[src/design/bht_pkg.sv]
// Shared types and codes for the bucketed hash table.
package bht_pkg;

	localparam int BUCKETS = 128;
	localparam int WAYS    = 4;

	localparam logic [1:0] FUNC_ADD    = 2'd0;
	localparam logic [1:0] FUNC_DEL    = 2'd1;
	localparam logic [1:0] FUNC_RD     = 2'd2;
	localparam logic [1:0] FUNC_UNUSED = 2'd3;

	localparam logic [1:0] ST_OK        = 2'd0;
	localparam logic [1:0] ST_FULL      = 2'd1;
	localparam logic [1:0] ST_NOT_FOUND = 2'd2;
	localparam logic [1:0] ST_EMPTY     = 2'd3;

	localparam logic [7:0] BUCKET_COUNT_RESET = 8'd100;

	// One stored record: id, six name words, gpa.
	localparam int REC_W = 31 + 64 + 64 + 32 + 64 + 64 + 32 + 10;

	typedef struct packed {
		logic [1:0]  func;
		logic [30:0] key_id;
		logic [63:0] first_name_0;
		logic [63:0] first_name_1;
		logic [31:0] first_name_2;
		logic [63:0] last_name_0;
		logic [63:0] last_name_1;
		logic [31:0] last_name_2;
		logic [9:0]  gpa_hundredths;
		logic [8:0]  slot_index;
	} bht_in_t;

	typedef struct packed {
		logic [1:0]  status;
		logic [6:0]  bucket_index;
		logic [2:0]  bucket_fill_count;
		logic [30:0] out_key_id;
		logic [63:0] out_first_name_0;
		logic [63:0] out_first_name_1;
		logic [31:0] out_first_name_2;
		logic [63:0] out_last_name_0;
		logic [63:0] out_last_name_1;
		logic [31:0] out_last_name_2;
		logic [9:0]  out_gpa;
	} bht_out_t;

	typedef struct packed {
		logic [30:0] key_id;
		logic [63:0] first_name_0;
		logic [63:0] first_name_1;
		logic [31:0] first_name_2;
		logic [63:0] last_name_0;
		logic [63:0] last_name_1;
		logic [31:0] last_name_2;
		logic [9:0]  gpa;
	} bht_rec_t;

endpackage

[src/design/bht_mod.sv]
// Sequential remainder unit: key modulo divisor, one quotient bit per cycle.
module bht_mod
	import bht_pkg::*;
#(
	parameter int DW = 8
) (
	input  logic          clk,
	input  logic          arst_n,
	input  logic          start,
	input  logic [30:0]   dividend,
	input  logic [DW-1:0] divisor,
	output logic          done,
	output logic [DW-1:0] remainder
);

	localparam int CW = $clog2(32);

	logic [30:0]   num_q;
	logic [DW:0]   rem_q;
	logic [CW-1:0] cnt_q;
	logic          busy_q;
	logic [DW:0]   shifted;
	logic [DW:0]   diff;

	assign shifted = {rem_q[DW-1:0], num_q[30]};
	assign diff    = shifted - {1'b0, divisor};

	always_ff @(posedge clk or negedge arst_n) begin
		if (!arst_n) begin
			busy_q <= 1'b0;
			cnt_q  <= '0;
			done   <= 1'b0;
		end else begin
			done <= 1'b0;
			if (start) begin
				busy_q <= 1'b1;
				cnt_q  <= '0;
			end else if (busy_q) begin
				cnt_q <= cnt_q + 1'b1;
				if (cnt_q == CW'(30)) begin
					busy_q <= 1'b0;
					done   <= 1'b1;
				end
			end
		end
	end

	always_ff @(posedge clk) begin
		if (start) begin
			num_q <= dividend;
			rem_q <= '0;
		end else if (busy_q) begin
			num_q <= {num_q[29:0], 1'b0};
			rem_q <= diff[DW] ? shifted : diff;
		end
	end

	assign remainder = rem_q[DW-1:0];

endmodule

[config.mk]
export PLATFORM = sky130hd
export DESIGN_NAME = bht_mod
export DESIGN_NICKNAME = d
export VERILOG_FILES = /design/src/design/bht_pkg.sv /design/src/design/bht_mod.sv
export SDC_FILE = /design/constraint.sdc
export NUM_CORES = 1
export LEC_CHECK = 0
export BUFFER_PORTS_ARGS = -buffer_cell sky130_fd_sc_hd__buf_4
export CORE_UTILIZATION = 46
export CTS_CLUSTER_DIAMETER = 150
export DETAILED_ROUTE_END_ITERATION = 8
export PLACE_DENSITY = 0.81
export SLEW_MARGIN = 20
export SYNTH_ARGS = -nofsm -noshare
export SYNTH_HDL_FRONTEND = slang
export SYNTH_SLANG_ARGS = --single-unit
[constraint.sdc]
create_clock -name clk -period 2.3 [get_ports clk]
set_clock_uncertainty 0.2 [all_clocks]
set_input_delay 0.115 -clock clk [delete_from_list [all_inputs] [get_ports clk]]
set_output_delay 0.115 -clock clk [all_outputs]
set_load 0.02 [all_outputs]
==> summary.txt <==
Status
  – Outcome: finished with violations
  – Failing checks: setup timing

Clocking
  – Root buffer cell: clkbuf_8
  – Clk buf depth: 2
  – Clk sinks: 46
  – Htree depth: 2
  – Worst-path clk slew: 0.10 ns
  – Worst skew pair latency: 0.30 ns
  – CTS tree: built
  – TritonCTS buffer count: 5

Die
  – Starting Density: 47.6%
  – Die height: between 70 and 80 um
  – Core ar.: 5110 um2
  – I/O pin count: 51
  – Chip width: 74.7 um
  – Full die area: 5590 um2
  – Num rows: 26

Yosys
  – Post-synth top area cell: edfxtp_1
  – Ranking of synthesized cells by area: edfxtp_1 (38%), mux2_2 (14%), dfrtp_1 (7.2%)
  – Top FF cell, synth: edfxtp_1
  – Number of synthesized flops with an enable pin: 31
  – Area of the mapped netlist: 2430 um2
  – Yosys warns: 0
  – Syn_nets: 254
  – Mapped Avg Cell Area: 12.1 um2
  – Sequential share of the synthesized area: 52.0%
  – Post-synth top cells: edfxtp_1 (31), mux2_2 (31), inv_1 (15), nor2_1 (15), ha_1 (10)
  – Yosys top cell area share: 38.3%
  – Ys async rst share: roughly 15%
  – Post-synth cell types: between 40 and 50
  – Syn Inst Count: 201
  – Flops & latches, synth: 46

Cells and area
  – Area grow syn2layout: 43.4%
  – Post-Layout Inst Area: 3490 um2
  – Register Area: 1270 um2
  – Filler instances: around 370
  – Layout cells sized above 1: 40.5%
  – Multi-input gate area: ~1100 um2
  – Nets: between 300 and 400
  – # diodes: 0

Routing
  – Pre-antenna DRT Iters: 4
  – Routed len/inst: 15.1 um
  – DR DRC count: 0
  – Routed via count: a little under 2000
  – DRT Wirelength: 5600 um
  – Final ANT Viol Nets: 0
  – Detailed Route Iter0 Violations: 98
  – Via density: between 5 and 6

Setup path
  – Crit. End Element: register
  – Top cell by count, worst path: inv_2
  – Req. time, crit path: between 2 and 2.5 ns
  – Worst r2r path cells: 10
  – Critical path fanouts, max: 8
  – CP max stage delay: 0.38 ns
  – Crit-path cells: inv_2 -> ha_4 -> inv_2 -> fa_2 -> and3_4 -> o21ba_4 -> o221ai_4 -> buf_6 -> mux2i_1 -> a211oi_1
  – CP arrival: 2.38 ns
  – Slowest CP cell: edfxtp_1
  – Crit start category: register
  – Setup CP Type: reg -> reg

STA
  – Final hold violation count: 0
  – # setup viols final: 7
  – Final Cycle Share: 105%
  – Tmin final: roughly 2.4 ns
  – RSZ-0062 raised after global routing: true
  – Max Freq: 415 MHz
  – Setup ws final: -0.108 ns
  – Rel. slew slack: 51.1%
  – Max-slew violation count: 0
  – Least-Margin Pin Slew: 0.733 ns

Place
  – # port buffers: 50
  – DP Area: 2960 um2
  – Post-DP HPWL: 3390 um
  – RePlAce Congestion: roughly 0.84

Power
  – Leakage: 1.50 nW
  – Pwr/cell area: between 800 and 900 nW/um2
  – Final Power: 0.00290 W
  – Peak supply drop: 0.000367 V

Run
  – Max Cap Viol: 0

GRT
  – Global route overflow: 0
  – First-pass GRT wire length: 8440 um
  – Vias in the first global route: 1806
  – Pin count of the biggest net entering global routing: 34
  – Initial antenna violation count: 0
  – Total Routing Usage GR: 20.7%

Worst hold path
  – Hold Crit Class: in -> reg
  – Hold path cells: 4
==> timing repair <==
| action | in CTS | in global routing |
|---|---|---|
| gates cloned | 0 | 0 |
| hold buffers | 34 | 0 |
| endpoints found under the setup margin | 8 | 8 |
| buffers inserted | 3 | 3 |
| gates resized for setup | 11 | 2 |
| hold endpoints to repair | 41 | 0 |
| pin swaps | 12 | 3 |
==> routing by layer <==
metal	up-vias	routed length (um)	GRT usage, %
li1	940	-	-
met1	920	2410	26.8
met2	58	2830	35.5
met3	11	259	3.61
met4	0	95	6.50
met5	-	0	0
==> layout make-up <==
class                      instances  share of cell area [%]
clock inverter                     3                   0.717
tap                               70                    2.51
timing repair buffer             105                    25.2
clock buffer                       5                    1.97
sequential                        46                    36.3
inverter                          15                    1.61
multi-input combinational        127                    31.7
==> sequential cells by signal, indices dropped and copies added, names as in the netlist <==
name    count
busy_q      1
num_q      31
done        1
cnt_q       5
rem_q       8
==> through the flow <==
step	setup slack, ns	utilization (%)	cells	setup TNS (ns)	hold slack, ns
final	-0.108	68.3	371	-0.507	0.0575
after global routing	-0.176	68.3	371	-1.06	0.0520
after CTS	-0.0494	67.8	368	-0.192	0.0439
after detailed placement	-0.160	58.0	323	-0.911	-0.265
after global placement	-0.0626	58.0	323	-0.279	-0.267
after floorplan	0.0116	-	201	0	-0.381
==> final timing paths <==
path	from	to	slack [ns]
min in group asynchronous	arst_n	busy_q	0.58
worst max register to register	num_q[30]	rem_q[4]	-0.11
max in group asynchronous	arst_n	cnt_q[1]	1.07
worst max-delay path	num_q[30]	rem_q[4]	-0.11
worst min register to register	rem_q[5]	rem_q[5]	0.33
worst min-delay path	divisor[0]	rem_q[0]	0.06
==> cells by family (layout without fill, tap and decap cells) <==
group / count (synthesis) / count (layout) / share of synthesized area [%]
AOI/OAI and AO/OA: 33 / 33 / 10.2
xor gates and xnor gates: 8 / 8 / 2.88
adders and majority gates: 11 / 11 / 5.96
buffers and inverters: 28 / 128 / 4.88
DFF: 46 / 46 / 52.0
muxes: 35 / 35 / 16.0
and+or+nand+nor: 40 / 40 / 8.02
==> cells in the final DEF, fill, tap and decap left out, types with 2 or more instances in the layout <==
cell | Yosys | final
xnor2_1 | 3 | 3
xor2_1 | 5 | 5
a211oi_1 | 6 | 5
inv_1 | 15 | 13
mux2i_1 | 4 | 4
mux2_2 | 31 | 30
nor2_1 | 15 | 14
edfxtp_1 | 31 | 31
ha_1 | 10 | 9
dfrtp_1 | 7 | 7
nor3_1 | 6 | 6
dlygate4sd3_1 | 0 | 34
a21o_1 | 3 | 3
buf_4 | 1 | 69
dfxtp_1 | 8 | 8
a21oi_1 | 9 | 9
clkbuf_8 | 0 | 5
buf_6 | 1 | 2
nand4_1 | 4 | 4
nand2_1 | 5 | 5
inv_2 | 0 | 2
==> worst max-delay path: cells and delay by family (launching register included) <==
| family | cells | cell delay, ns |
|---|---|---|
| and+or+nand+nor | 1 | 0.18 |
| adders and majority gates | 2 | 0.50 |
| muxes | 1 | 0.21 |
| buffers and inverters | 3 | 0.31 |
| AOI/OAI and AO/OA | 3 | 0.51 |
| DFF | 1 | 0.38 |
==> report_power, final <==
part	internal, W	switching, W
Clock	0.000220	0.000297
Combinational	0.000684	0.000627
Sequential	0.00101	0.0000672
Total	0.00191	0.000991
(Power assumes the default switching activity.)
